### src/sv/bcwr_pkg.sv
// shared widths, codes and the write record of the backward copy realigner
package bcwr_pkg;

  localparam int WORD_BYTES = 8;
  localparam int LANE_BITS  = $clog2(WORD_BYTES);
  localparam int DATA_BITS  = 8 * WORD_BYTES;
  localparam int ADDR_BITS  = 48;
  localparam int IDX_BITS   = 45;
  localparam int COUNT_BITS = 32;
  // source words still expected, up to (count - 1 + source lane) / word + 1
  localparam int SWL_BITS   = COUNT_BITS - LANE_BITS + 1;
  // signed byte offset of a destination word inside the {carry, cur} window
  localparam int POS_BITS   = LANE_BITS + 3;

  typedef enum logic {
    KIND_CMD  = 1'b0,
    KIND_WORD = 1'b1
  } kind_t;

  typedef struct packed {
    logic [IDX_BITS-1:0]   idx;
    logic [DATA_BITS-1:0]  data;
    logic [WORD_BYTES-1:0] be;
    logic                  last;
  } wr_t;

endpackage

### src/sv/bcwr_if.sv
// request channel interfaces: command/source word feed and destination writes
interface bcwr_in_if;
  logic                             valid;
  logic                             ready;
  logic                             kind;
  logic [bcwr_pkg::ADDR_BITS-1:0]   src_addr;
  logic [bcwr_pkg::ADDR_BITS-1:0]   dst_addr;
  logic [bcwr_pkg::COUNT_BITS-1:0]  byte_count;
  logic [bcwr_pkg::DATA_BITS-1:0]   src_word;

  modport source (output valid, kind, src_addr, dst_addr, byte_count, src_word,
                  input ready);
  modport sink   (input valid, kind, src_addr, dst_addr, byte_count, src_word,
                  output ready);
endinterface

interface bcwr_out_if;
  logic                             valid;
  logic                             ready;
  logic [bcwr_pkg::IDX_BITS-1:0]    dst_word_index;
  logic [bcwr_pkg::DATA_BITS-1:0]   write_data;
  logic [bcwr_pkg::WORD_BYTES-1:0]  byte_enable;
  logic                             last;

  modport source (output valid, dst_word_index, write_data, byte_enable, last,
                  input ready);
  modport sink   (input valid, dst_word_index, write_data, byte_enable, last,
                  output ready);
endinterface

### src/sv/backward_copy_word_realigner_unit.sv
// backward copy word realigner: shifts descending source words onto destination words
//
//  channel | dir | request carries
//  --------+-----+-----------------------------------------------------------
//  feed    | in  | kind, src_addr, dst_addr, byte_count, src_word
//  wr      | out | dst_word_index, write_data, byte_enable, last
//
// one request per cycle while wr.ready is high; a source word that completes two
// destination words waits for an empty write buffer, and the next request that
// yields a write waits for one of those two writes to drain.
// a write is registered in the write buffer after its request leaves the input register, and shows on wr from there.
// rst is synchronous and clears the control state; there is no clearing pass.
// with wr.ready low the write buffer fills and feed.ready drops, never combinationally
module backward_copy_word_realigner_unit (
  input logic        clk,
  input logic        rst,
  bcwr_in_if.sink    feed,
  bcwr_out_if.source wr
);

  localparam int LB = bcwr_pkg::LANE_BITS;
  localparam int PB = bcwr_pkg::POS_BITS;
  localparam logic [LB:0] WORD_CNT = (LB+1)'(bcwr_pkg::WORD_BYTES);
  localparam logic signed [PB-1:0] POS_WORD = PB'(bcwr_pkg::WORD_BYTES);

  // input register
  logic                              stg_v;
  logic                              stg_adv;
  logic                              stg_kind;
  logic [bcwr_pkg::ADDR_BITS-1:0]    stg_src;
  logic [bcwr_pkg::ADDR_BITS-1:0]    stg_dst;
  logic [bcwr_pkg::COUNT_BITS-1:0]   stg_n;
  logic [bcwr_pkg::DATA_BITS-1:0]    stg_word;

  // transfer state
  logic                              busy;
  logic [bcwr_pkg::DATA_BITS-1:0]    carry;
  logic [LB-1:0]                     shift_lane;
  logic signed [PB-1:0]              pbase;
  logic [bcwr_pkg::COUNT_BITS-1:0]   bytes_left;
  logic [LB-1:0]                     top_lane;
  logic [bcwr_pkg::IDX_BITS-1:0]     next_dst_word;
  logic [bcwr_pkg::SWL_BITS-1:0]     src_words_left;

  // write buffer
  bcwr_pkg::wr_t                     slot [2];
  bcwr_pkg::wr_t                     slot_next [2];
  logic [1:0]                        res_cnt;
  logic [1:0]                        res_cnt_next;

  // one destination write from the lane window
  function automatic bcwr_pkg::wr_t build_write(
    input logic [bcwr_pkg::IDX_BITS-1:0]  idx,
    input logic [LB-1:0]                  lane_hi,
    input logic [LB-1:0]                  lane_lo,
    input logic signed [PB-1:0]           pos,
    input logic [LB-1:0]                  sh,
    input logic [bcwr_pkg::DATA_BITS-1:0] cur,
    input logic [bcwr_pkg::DATA_BITS-1:0] prev,
    input logic                           last
  );
    bcwr_pkg::wr_t        w;
    logic [LB-1:0]        sl;
    logic signed [PB-1:0] p;
    w.idx  = idx;
    w.data = '0;
    w.be   = '0;
    w.last = last;
    for (int l = 0; l < bcwr_pkg::WORD_BYTES; l++) begin
      sl = LB'(l) + sh;
      p  = pos + PB'(l);
      if (LB'(l) <= lane_hi && LB'(l) >= lane_lo) begin
        w.be[l] = 1'b1;
        // below the word boundary the byte is in the newest word
        w.data[8*l +: 8] = (p < POS_WORD) ? cur[8*sl +: 8] : prev[8*sl +: 8];
      end
    end
    return w;
  endfunction

  // command decode
  logic                              cmd_empty;
  logic [bcwr_pkg::COUNT_BITS-1:0]   nm1;
  logic [bcwr_pkg::ADDR_BITS-1:0]    end_addr;
  logic [bcwr_pkg::COUNT_BITS:0]     src_end;
  logic [bcwr_pkg::SWL_BITS-1:0]     swl_init;
  logic signed [PB-1:0]              pbase_init;
  bcwr_pkg::wr_t                     empty_w;

  always_comb begin
    cmd_empty  = (stg_n == '0) || (stg_src == stg_dst);
    nm1        = stg_n - bcwr_pkg::COUNT_BITS'(1);
    end_addr   = stg_dst + bcwr_pkg::ADDR_BITS'(nm1);
    src_end    = {1'b0, nm1} + (bcwr_pkg::COUNT_BITS+1)'(stg_src[LB-1:0]);
    swl_init   = bcwr_pkg::SWL_BITS'(src_end >> LB) + bcwr_pkg::SWL_BITS'(1);
    pbase_init = $signed(PB'(src_end[LB-1:0])) - $signed(PB'(end_addr[LB-1:0]));
    empty_w.idx  = bcwr_pkg::IDX_BITS'(stg_dst[bcwr_pkg::ADDR_BITS-1:LB]);
    empty_w.data = '0;
    empty_w.be   = '0;
    empty_w.last = 1'b1;
  end

  // source word: up to two completed destination words
  logic                              js_zero;
  logic [LB:0]                       top_p1;
  logic                              o1_ok;
  logic                              o2_ok;
  logic                              last1;
  logic                              last2;
  logic [bcwr_pkg::COUNT_BITS-1:0]   bl1;
  logic [bcwr_pkg::COUNT_BITS-1:0]   bl2;
  logic [bcwr_pkg::COUNT_BITS-1:0]   bl_after;
  logic [LB-1:0]                     lo1;
  logic [LB-1:0]                     lo2;
  logic signed [PB-1:0]              pos2;
  logic signed [PB-1:0]              pbase_after;
  logic [bcwr_pkg::IDX_BITS-1:0]     idx2;
  logic [bcwr_pkg::IDX_BITS-1:0]     ndw_after;
  bcwr_pkg::wr_t                     w1;
  bcwr_pkg::wr_t                     w2;

  always_comb begin
    js_zero = (src_words_left == bcwr_pkg::SWL_BITS'(1));
    top_p1  = {1'b0, top_lane} + (LB+1)'(1);
    last1   = (bytes_left[bcwr_pkg::COUNT_BITS-1:LB+1] == '0) &&
              (bytes_left[LB:0] <= top_p1);
    bl1     = last1 ? '0 : bytes_left - bcwr_pkg::COUNT_BITS'(top_p1);
    lo1     = last1 ? LB'(top_p1 - bytes_left[LB:0]) : '0;
    o1_ok   = (stg_kind == bcwr_pkg::KIND_WORD) && busy && (bytes_left != '0) &&
              (js_zero || !pbase[PB-1]);
    pos2    = pbase - POS_WORD;
    last2   = (bl1[bcwr_pkg::COUNT_BITS-1:LB+1] == '0) && (bl1[LB:0] <= WORD_CNT);
    bl2     = last2 ? '0 : bl1 - bcwr_pkg::COUNT_BITS'(WORD_CNT);
    lo2     = last2 ? LB'(WORD_CNT - bl1[LB:0]) : '0;
    o2_ok   = o1_ok && !last1 && (js_zero || !pos2[PB-1]);
    idx2    = next_dst_word - bcwr_pkg::IDX_BITS'(1);
    w1 = build_write(next_dst_word, top_lane, lo1, pbase, shift_lane,
                     stg_word, carry, last1);
    w2 = build_write(idx2, {LB{1'b1}}, lo2, pos2, shift_lane,
                     stg_word, carry, last2);
    bl_after    = o2_ok ? bl2 : (o1_ok ? bl1 : bytes_left);
    ndw_after   = o2_ok ? idx2 - bcwr_pkg::IDX_BITS'(1) : (o1_ok ? idx2 : next_dst_word);
    pbase_after = o2_ok ? pos2 : (o1_ok ? pbase : pbase + POS_WORD);
  end

  // writes produced by the staged request
  logic [1:0]    nres;
  logic          res_free;
  logic          push;
  logic          pop;
  bcwr_pkg::wr_t new0;

  always_comb begin
    if (stg_kind == bcwr_pkg::KIND_CMD) begin
      nres = cmd_empty ? 2'd1 : 2'd0;
      new0 = empty_w;
    end else begin
      nres = 2'(o1_ok) + 2'(o2_ok);
      new0 = w1;
    end
    res_free = (nres == 2'd0) || (res_cnt == 2'd0) ||
               ((res_cnt == 2'd1) && (nres == 2'd1));
    stg_adv  = stg_v && res_free;
    push     = stg_adv && (nres != 2'd0);
  end

  assign feed.ready = !stg_v || stg_adv;

  // input register
  always_ff @(posedge clk) begin
    if (rst) begin
      stg_v <= 1'b0;
    end else if (feed.ready) begin
      stg_v <= feed.valid;
    end
  end

  always_ff @(posedge clk) begin
    if (feed.valid && feed.ready) begin
      stg_kind <= feed.kind;
      stg_src  <= feed.src_addr;
      stg_dst  <= feed.dst_addr;
      stg_n    <= feed.byte_count;
      stg_word <= feed.src_word;
    end
  end

  // transfer state update
  always_ff @(posedge clk) begin
    if (rst) begin
      busy           <= 1'b0;
      carry          <= '0;
      shift_lane     <= '0;
      pbase          <= '0;
      bytes_left     <= '0;
      top_lane       <= '0;
      next_dst_word  <= '0;
      src_words_left <= '0;
    end else if (stg_adv) begin
      case (stg_kind)
        bcwr_pkg::KIND_CMD: begin
          carry <= '0;
          if (cmd_empty) begin
            busy           <= 1'b0;
            bytes_left     <= '0;
            src_words_left <= '0;
          end else begin
            busy           <= 1'b1;
            bytes_left     <= stg_n;
            src_words_left <= swl_init;
            shift_lane     <= stg_src[LB-1:0] - stg_dst[LB-1:0];
            pbase          <= pbase_init;
            top_lane       <= end_addr[LB-1:0];
            next_dst_word  <= bcwr_pkg::IDX_BITS'(end_addr[bcwr_pkg::ADDR_BITS-1:LB]);
          end
        end
        bcwr_pkg::KIND_WORD: begin
          if (busy) begin
            carry         <= stg_word;
            bytes_left    <= bl_after;
            next_dst_word <= ndw_after;
            pbase         <= pbase_after;
            if (o1_ok) begin
              top_lane <= {LB{1'b1}};
            end
            if (js_zero || bl_after == '0) begin
              busy           <= 1'b0;
              src_words_left <= '0;
            end else begin
              src_words_left <= src_words_left - bcwr_pkg::SWL_BITS'(1);
            end
          end
        end
        default: begin
        end
      endcase
    end
  end

  // write buffer: head in slot 0
  assign pop = (res_cnt != 2'd0) && wr.ready;

  always_comb begin
    logic [1:0] base;
    slot_next[0] = slot[0];
    slot_next[1] = slot[1];
    base = res_cnt;
    if (pop) begin
      slot_next[0] = slot[1];
      base = res_cnt - 2'd1;
    end
    if (push) begin
      if (base == 2'd0) begin
        slot_next[0] = new0;
        slot_next[1] = w2;
      end else begin
        slot_next[1] = new0;
      end
    end
    res_cnt_next = base + (push ? nres : 2'd0);
  end

  always_ff @(posedge clk) begin
    if (rst) begin
      res_cnt <= 2'd0;
    end else begin
      res_cnt <= res_cnt_next;
    end
  end

  always_ff @(posedge clk) begin
    slot[0] <= slot_next[0];
    slot[1] <= slot_next[1];
  end

  assign wr.valid          = (res_cnt != 2'd0);
  assign wr.dst_word_index = slot[0].idx;
  assign wr.write_data     = slot[0].data;
  assign wr.byte_enable    = slot[0].be;
  assign wr.last           = slot[0].last;

endmodule

### src/flat_wrapper.sv
// flat-port wrapper written by rule: the top's interface ports become plain ports
module backward_copy_word_realigner_unit_flat 
  (clk, rst, feed_valid, feed_kind, feed_src_addr, feed_dst_addr, feed_byte_count, feed_src_word, feed_ready, wr_valid, wr_dst_word_index, wr_write_data, wr_byte_enable, wr_last, wr_ready);
  bcwr_in_if feed_i ();
  bcwr_out_if wr_i ();
  input logic clk;
  input logic rst;
  input wire logic [$bits(feed_i.valid)-1:0] feed_valid;
  input wire logic [$bits(feed_i.kind)-1:0] feed_kind;
  input wire logic [$bits(feed_i.src_addr)-1:0] feed_src_addr;
  input wire logic [$bits(feed_i.dst_addr)-1:0] feed_dst_addr;
  input wire logic [$bits(feed_i.byte_count)-1:0] feed_byte_count;
  input wire logic [$bits(feed_i.src_word)-1:0] feed_src_word;
  output wire logic [$bits(feed_i.ready)-1:0] feed_ready;
  output wire logic [$bits(wr_i.valid)-1:0] wr_valid;
  output wire logic [$bits(wr_i.dst_word_index)-1:0] wr_dst_word_index;
  output wire logic [$bits(wr_i.write_data)-1:0] wr_write_data;
  output wire logic [$bits(wr_i.byte_enable)-1:0] wr_byte_enable;
  output wire logic [$bits(wr_i.last)-1:0] wr_last;
  input wire logic [$bits(wr_i.ready)-1:0] wr_ready;
  assign feed_i.valid = feed_valid;
  assign feed_i.kind = feed_kind;
  assign feed_i.src_addr = feed_src_addr;
  assign feed_i.dst_addr = feed_dst_addr;
  assign feed_i.byte_count = feed_byte_count;
  assign feed_i.src_word = feed_src_word;
  assign feed_ready = feed_i.ready;
  assign wr_valid = wr_i.valid;
  assign wr_dst_word_index = wr_i.dst_word_index;
  assign wr_write_data = wr_i.write_data;
  assign wr_byte_enable = wr_i.byte_enable;
  assign wr_last = wr_i.last;
  assign wr_i.ready = wr_ready;
  backward_copy_word_realigner_unit u_core (.clk(clk), .rst(rst), .feed(feed_i), .wr(wr_i));
endmodule
### config.mk
export PLATFORM = sky130hd
export DESIGN_NAME = backward_copy_word_realigner_unit_flat
export DESIGN_NICKNAME = d
export VERILOG_FILES = /design/src/sv/bcwr_pkg.sv /design/src/sv/bcwr_if.sv /design/src/sv/backward_copy_word_realigner_unit.sv /design/src/flat_wrapper.sv
export SDC_FILE = /design/constraint.sdc
export NUM_CORES = 2
export LEC_CHECK = 0
export ABC_CLOCK_PERIOD_IN_PS = 23300
export BUFFER_PORTS_ARGS = -buffer_cell sky130_fd_sc_hd__buf_4
export CORE_MARGIN = 5
export CORE_UTILIZATION = 30
export DETAILED_ROUTE_END_ITERATION = 8
export GPL_TIMING_DRIVEN = 0
export PLACE_DENSITY = 0.53
export SYNTH_ARGS = -nofsm -noshare
export SYNTH_HDL_FRONTEND = slang
export SYNTH_SLANG_ARGS = --single-unit
### constraint.sdc
create_clock -name clk -period 23.3 [get_ports clk]
set_clock_uncertainty 0.2 [all_clocks]
set_input_delay 4.66 -clock clk [delete_from_list [all_inputs] [get_ports clk]]
set_output_delay 4.66 -clock clk [all_outputs]
set_load 0.005 [all_outputs]
# Yosys cells after proc, flatten, opt, wreduce, memory -nomap -nowiden
# Memory sizes are Yosys's and may differ from the RTL's.
# Cells that the tools add are included.
# totals
register_bits,380
latchBits,0
mem_bits_rw,236
romBits,0
in_bits,197
output_inout_bits,120
elab_cells,261
n_memories,1
# op_classes
n_addsub,40
multipliers,0
div_mod_pow,0
order_cmp,42
eq_ne,9
n_shift,16
mux,90
n_bitwise,2
n_reduce_logical,46
# memory_table
memory,depth,width,rd,rd_clocked_by_memory_dff,write_ports,line_no,rtl
u_core.slot,2,118,2,0,2,backward_copy_word_realigner_unit.sv:46,bcwr_pkg::wr_t slot [2];
# op_table
cell,count
$shiftx A64 B7 Y8,16
$mux W118,4
$mux W8,32
$mux W236,1
$mux W32,6
$mux W45,4
$pmux W64 S2,1
$lt A6 B5 Y1 const B,16
$mux W30,3
$pmux W45 S2,1
$sub A45 B1 Y45 const B,2
$logic_not A32 Y1,2
$mux W64,1
$pmux W32 S2,1
$pmux W30 S2,1
$logic_not A28 Y1,2
$add A48 B32 Y48,1
$add A6 B4 Y6 const B,8
$eq A48 B48 Y1,1
$add A32 B3 Y33,1
$reduce_bool A32 Y1,1
$sub A32 B1 Y32 const B,1
$sub A32 B4 Y32,1
$sub A32 B4 Y32 const B,1
44 further kinds,137

# Depth between registers and ports, before layout
# logic_depth
word_depth,15
ltp_mapped,28

# Least setup slack after synthesis
# Ideal clock, no wire load.
# synth_path
path_type,input -> register
start,input port feed_valid
end,register u_core.stg_dst[0] in the netlist's numbering (enable)
setup_time_ps,861
arrival_ps,14286
t_required_ps,22239
path_slack_ps,7952
cell_stages,2
cell_sequence,inv_1 a31oi_1
# synth_between
elab_chain_cells,1
# synth_rtl
element,line_no,rtl
start: declaration,flat_wrapper.sv:8,input wire logic [$bits(feed_i.valid)-1:0] feed_valid;
$logic_and A1 B1 Y1,backward_copy_word_realigner_unit.sv:179,if (feed.valid && feed.ready) begin
end signal: assignment,backward_copy_word_realigner_unit.sv:182,stg_dst <= feed.dst_addr;
end: declaration,backward_copy_word_realigner_unit.sv:31,logic [bcwr_pkg::ADDR_BITS-1:0] stg_dst;
# No other way between the ends.
# A chain may end at the register's enable or synchronous reset.

# Final worst setup path
# layout_path
start,register u_core.top_lane[2]
end,output port feed_ready
# layout_between
elab_chain_cells,13
elab_cells_between_ends,15
# layout_rtl
element,line_no,rtl
start: declaration,backward_copy_word_realigner_unit.sv:41,logic [LB-1:0] top_lane;
start signal: assignment,backward_copy_word_realigner_unit.sv:213,top_lane <= end_addr[LB-1:0];
start signal: assignment,backward_copy_word_realigner_unit.sv:224,top_lane <= {LB{1'b1}};
$add A3 B1 Y4 (*),backward_copy_word_realigner_unit.sv:124,"top_p1 = {1'b0, top_lane} + (LB+1)'(1);"
$le A4 B4 Y1 (*),backward_copy_word_realigner_unit.sv:126,(bytes_left[LB:0] <= top_p1);
$logic_and A1 B1 Y1 (*),backward_copy_word_realigner_unit.sv:125,last1 = (bytes_left[bcwr_pkg::COUNT_BITS-1:LB+1] == '0) &&
$logic_not A1 Y1 (*),backward_copy_word_realigner_unit.sv:135,o2_ok = o1_ok && !last1 && (js_zero || !pos2[PB-1]);
$logic_and A1 B1 Y1 (*) (2 in a row),backward_copy_word_realigner_unit.sv:135,
$add A1 B1 Y2 (*),backward_copy_word_realigner_unit.sv:158,nres = 2'(o1_ok) + 2'(o2_ok);
$mux W2 (*),backward_copy_word_realigner_unit.sv:154,if (stg_kind == bcwr_pkg::KIND_CMD) begin
$eq A2 B1 Y1 / $logic_not A2 Y1 (equally long branches),"backward_copy_word_realigner_unit.sv:162, backward_copy_word_realigner_unit.sv:161",
$logic_and A1 B1 Y1 / $logic_or A1 B1 Y1 (equally long branches),"backward_copy_word_realigner_unit.sv:162, backward_copy_word_realigner_unit.sv:161",
$logic_or A1 B1 Y1 (*),backward_copy_word_realigner_unit.sv:161,res_free = (nres == 2'd0) || (res_cnt == 2'd0) ||
$logic_and A1 B1 Y1 (*),backward_copy_word_realigner_unit.sv:163,stg_adv = stg_v && res_free;
$logic_or A1 B1 Y1 (*),backward_copy_word_realigner_unit.sv:167,assign feed.ready = !stg_v || stg_adv;
end: declaration,flat_wrapper.sv:14,output wire logic [$bits(feed_i.ready)-1:0] feed_ready;
# Mark *: on every way between the ends. The rest lies on a longest branch, timed or not.

==> flow_summary_export.csv <==
group,metric,value,unit
setup_path,worstSetupStartpoint,"u_core.top_lane[2]",
timing,rsz0062_at_grt,"false",
placed_design,placed_area,0.0473,mm^2
synth,synth_edf_count,311,
clock_network,cts_hold_buf,0,
setup_path,slowest_delay,0.87,ns
power_and_ir_drop,ir_drop,54.6,uV
die,start_util,30.2,%
synth,avgSynthCellArea,9.27,um^2
worst_hold_path,min_path_type,"register to register",
die,core_area,0.140,mm^2
synth,synth-seq-area-share,36.7,%
clock_network,clkTransAtPathRegs,0.06,ns
detailed_routing,drc,0,
finish,design_area,0.0500,mm^2
global_route,grt_pass1_wl,277000,um
power_and_ir_drop,p_total,4.60,mW
placed_design,globalplace.congestion,0.992,
synth,syn_nets,4821,
synth,ys_top_cells_by_area,"edfxtp_1, dfxtp_1, mux4_2, mux2i_1, nor2_1",
die,rows,137,
power_and_ir_drop,p_leak,18.5,nW
setup_path,crit_fanout,10,
clock_network,cts_resized,0,
synth,synthArstFlopShare,0,%
job,cap_violations,0,
die,fp.dieW,385,um
setup_path,worst-path-buf-inv,7,
detailed_routing,drtIter0Drc,5210,
clock_network,cts_made_buffers,79,
synth,synthCells,4546,
global_route,grt_pass1_vias,37600,
clock_network,insertion_delay,0.70,ns
setup_path,worstPathArrival,8.34,ns
global_route,grt-ovfl-total,0,
synth,synth_top_area_share,22.2,%
setup_path,r2r_end,"u_core.next_dst_word[18]",
clock_network,h-tree-depth,3,
timing,hold_viol_final,0,
finish,utilization,35.8,%
synth,synth_area,0.0421,mm^2
setup_path,critPathTopFamily,"buffers and inverters",
timing,fmax,75.7,MHz
detailed_routing,routed_wl,198000,um
detailed_routing,wire_per_inst,28.6,um
run_status,status,"completed",
timing,fin_crit,13.20,ns
setup_path,worstPathRequired,18.44,ns
timing,holdWs,0.306,ns
setup_path,start_kind,"register",
setup_path,path_class,"register to output port",
detailed_routing,via_count,40000,
timing,tightest_slew,1.28,ns
finish,layout-drive-gt1-share,18.3,%
setup_path,crit_cells,18,
clock_network,root_buffer,"clkbuf_16",
synth,yosys_most_used_dff,"edfxtp_1",
timing,slew_viol_final,0,
detailed_routing,drt.antenna.violating_nets,0,
timing,slew_headroom,14.2,%
clock_network,clockBufferDepth,3,
setup_path,ff2ff_path_depth,26,
finish,multi_input_area,0.0242,mm^2
setup_path,cp_slowest_cell,"buf_1",
clock_network,clock-sinks,616,
synth,synth_area_leader_cell,"edfxtp_1",
detailed_routing,post_drt_via_cell_ratio,5.79,
setup_path,end_kind,"output port",
clock_network,cts_setup_buffers,0,
finish,final_common_cell,"buf_4",
die,ioPinCount,317,
setup_path,worstPathCellList,"clkbuf_1, nand3_1, ha_1, buf_1, a21oi_1, nand2_1, a21oi_1, nand2_1, clkbuf_1, nand2_1, clkbuf_1, buf_1, buf_1, ha_1, o21ai_0, a21oi_1, nand3_1, buf_4",
detailed_routing,first_pass_iters,7,
finish,layout_common_cells,"buf_4, nor2_1, nand2_1",
setup_path,crit_end,"feed_ready",
placed_design,dp_hpwl,156000,um
finish,fin_nets,5245,
finish,regArea,0.0154,mm^2
worst_hold_path,hold_path_startpoint,"u_core.src_words_left[3]",
placed_design,port_buffers,316,
finish,area_growth_syn_to_layout,18.7,%
global_route,antenna_found_initial,7,
finish,fillers,14500,
die,die_y,385,um
synth,synth_cell_type_count,96,
synth,yosys_register_bits,616,
setup_path,r2r_start,"u_core.top_lane[2]",
global_route,grt_usage,25.6,%
power_and_ir_drop,power_density,92.0,mW/mm^2
global_route,grt_max_degree,31,
clock_network,cts_tree,"done",
timing,period_share,56.7,%
setup_path,r2r_slack,12.70,ns
timing,finalSetupViolCount,0,
die,die-area,0.148,mm^2
synth,yosysWarnings,0,
==> worst min-delay path by stage <==
stage | to | slack [ns] | depth (start not counted)
after CTS | u_core.src_words_left[3] | 0.30 | 2
after detailed placement | u_core.src_words_left[3] | 0.30 | 2
after global routing | u_core.src_words_left[16] | 0.33 | 2
after global placement | u_core.busy | 0.29 | 2
final | u_core.src_words_left[3] | 0.31 | 2
after floorplan | u_core.src_words_left[11] | 0.26 | 2
==> synth_stat cells (26+ instances only) <==
library cell and n:
nor2_1 436, nand2_1 397, edfxtp_1 311, dfxtp_1 305, clkbuf_1 276, a21oi_1 273
o21ai_0 235, mux2i_1 217, xnor2_1 176, nor3_1 147, mux2_2 144, mux4_2 128
buf_4 118, xor2_1 108, inv_1 92, nand3_1 90, a22oi_1 86, ha_1 72
nor4_1 60, o22ai_1 57, a211oi_1 51, buf_1 49, or3_1 47, nand4_1 45
o211ai_1 44, a21o_1 40, a31oi_1 34, nor2b_1 33, a221oi_1 32, or4_1 29
or2_2 26
==> where the power goes <==
part	total, mW	leakage [nW]	switching (mW)	internal [mW]
Sequential	1.51	5.47	0.174	1.34
Combinational	1.80	11.7	1.05	0.751
Clock	1.28	1.32	0.542	0.739
Total	4.60	18.5	1.77	2.83
==> cells by family after synthesis <==
kind of cell	share of synthesized area [%]
AO/OA/AOI/OAI	16.7
XOR/XNOR	5.91
adder cells (fa/ha/maj)	2.45
AND/OR/NAND/NOR	16.5
buffers and inverters	5.90
flip-flops	36.7
multiplexers	15.9
==> final cells by class <==
type	count	area share (%)
multi-input combinational	3389	48.5
sequential	616	30.9
timing repair buffer	343	5.55
tap	1876	4.70
clock buffer	105	4.39
buffer	448	4.28
clock inverter	42	0.984
inverter	93	0.698
antenna	3	0.0150
==> stage by stage <==
stage	cells	setup WS, ns	setup TNS [ns]
after floorplan	4546	7.95	0
after global placement	6738	-2.77	-392.24
after detailed placement	6763	11.15	0
after CTS	6910	10.41	0
after global routing	6913	10.03	0
final	6915	10.10	0
==> worst min-delay path, delay by kind of cell, from the launching register on <==
family	cells	cell delay [ns]
flops	1	0.32
compound gates	1	0.07
simple gates	1	0.06
==> routing by layer <==
layer	up-vias	part of all wire, %	global-route usage, %
met3	387	9.2	4.89
met4	6	4.6	10.2
met2	2133	44	40.0
met5	-	0.021	0
met1	19800	42	35.1
li1	17700	-	-
==> flip-flops by register name (all words and copies together) (netlist names), 2 cells and up <==
signal,count
u_core.stg_n,32
u_core.stg_dst,48
u_core.stg_word,64
u_core.pbase,6
u_core.slot,236
u_core.src_words_left,30
u_core.bytes_left,32
u_core.stg_src,48
u_core.shift_lane,3
u_core.next_dst_word,45
u_core.res_cnt,2
u_core.top_lane,3
u_core.carry,64
(Power assumes the default switching activity.)
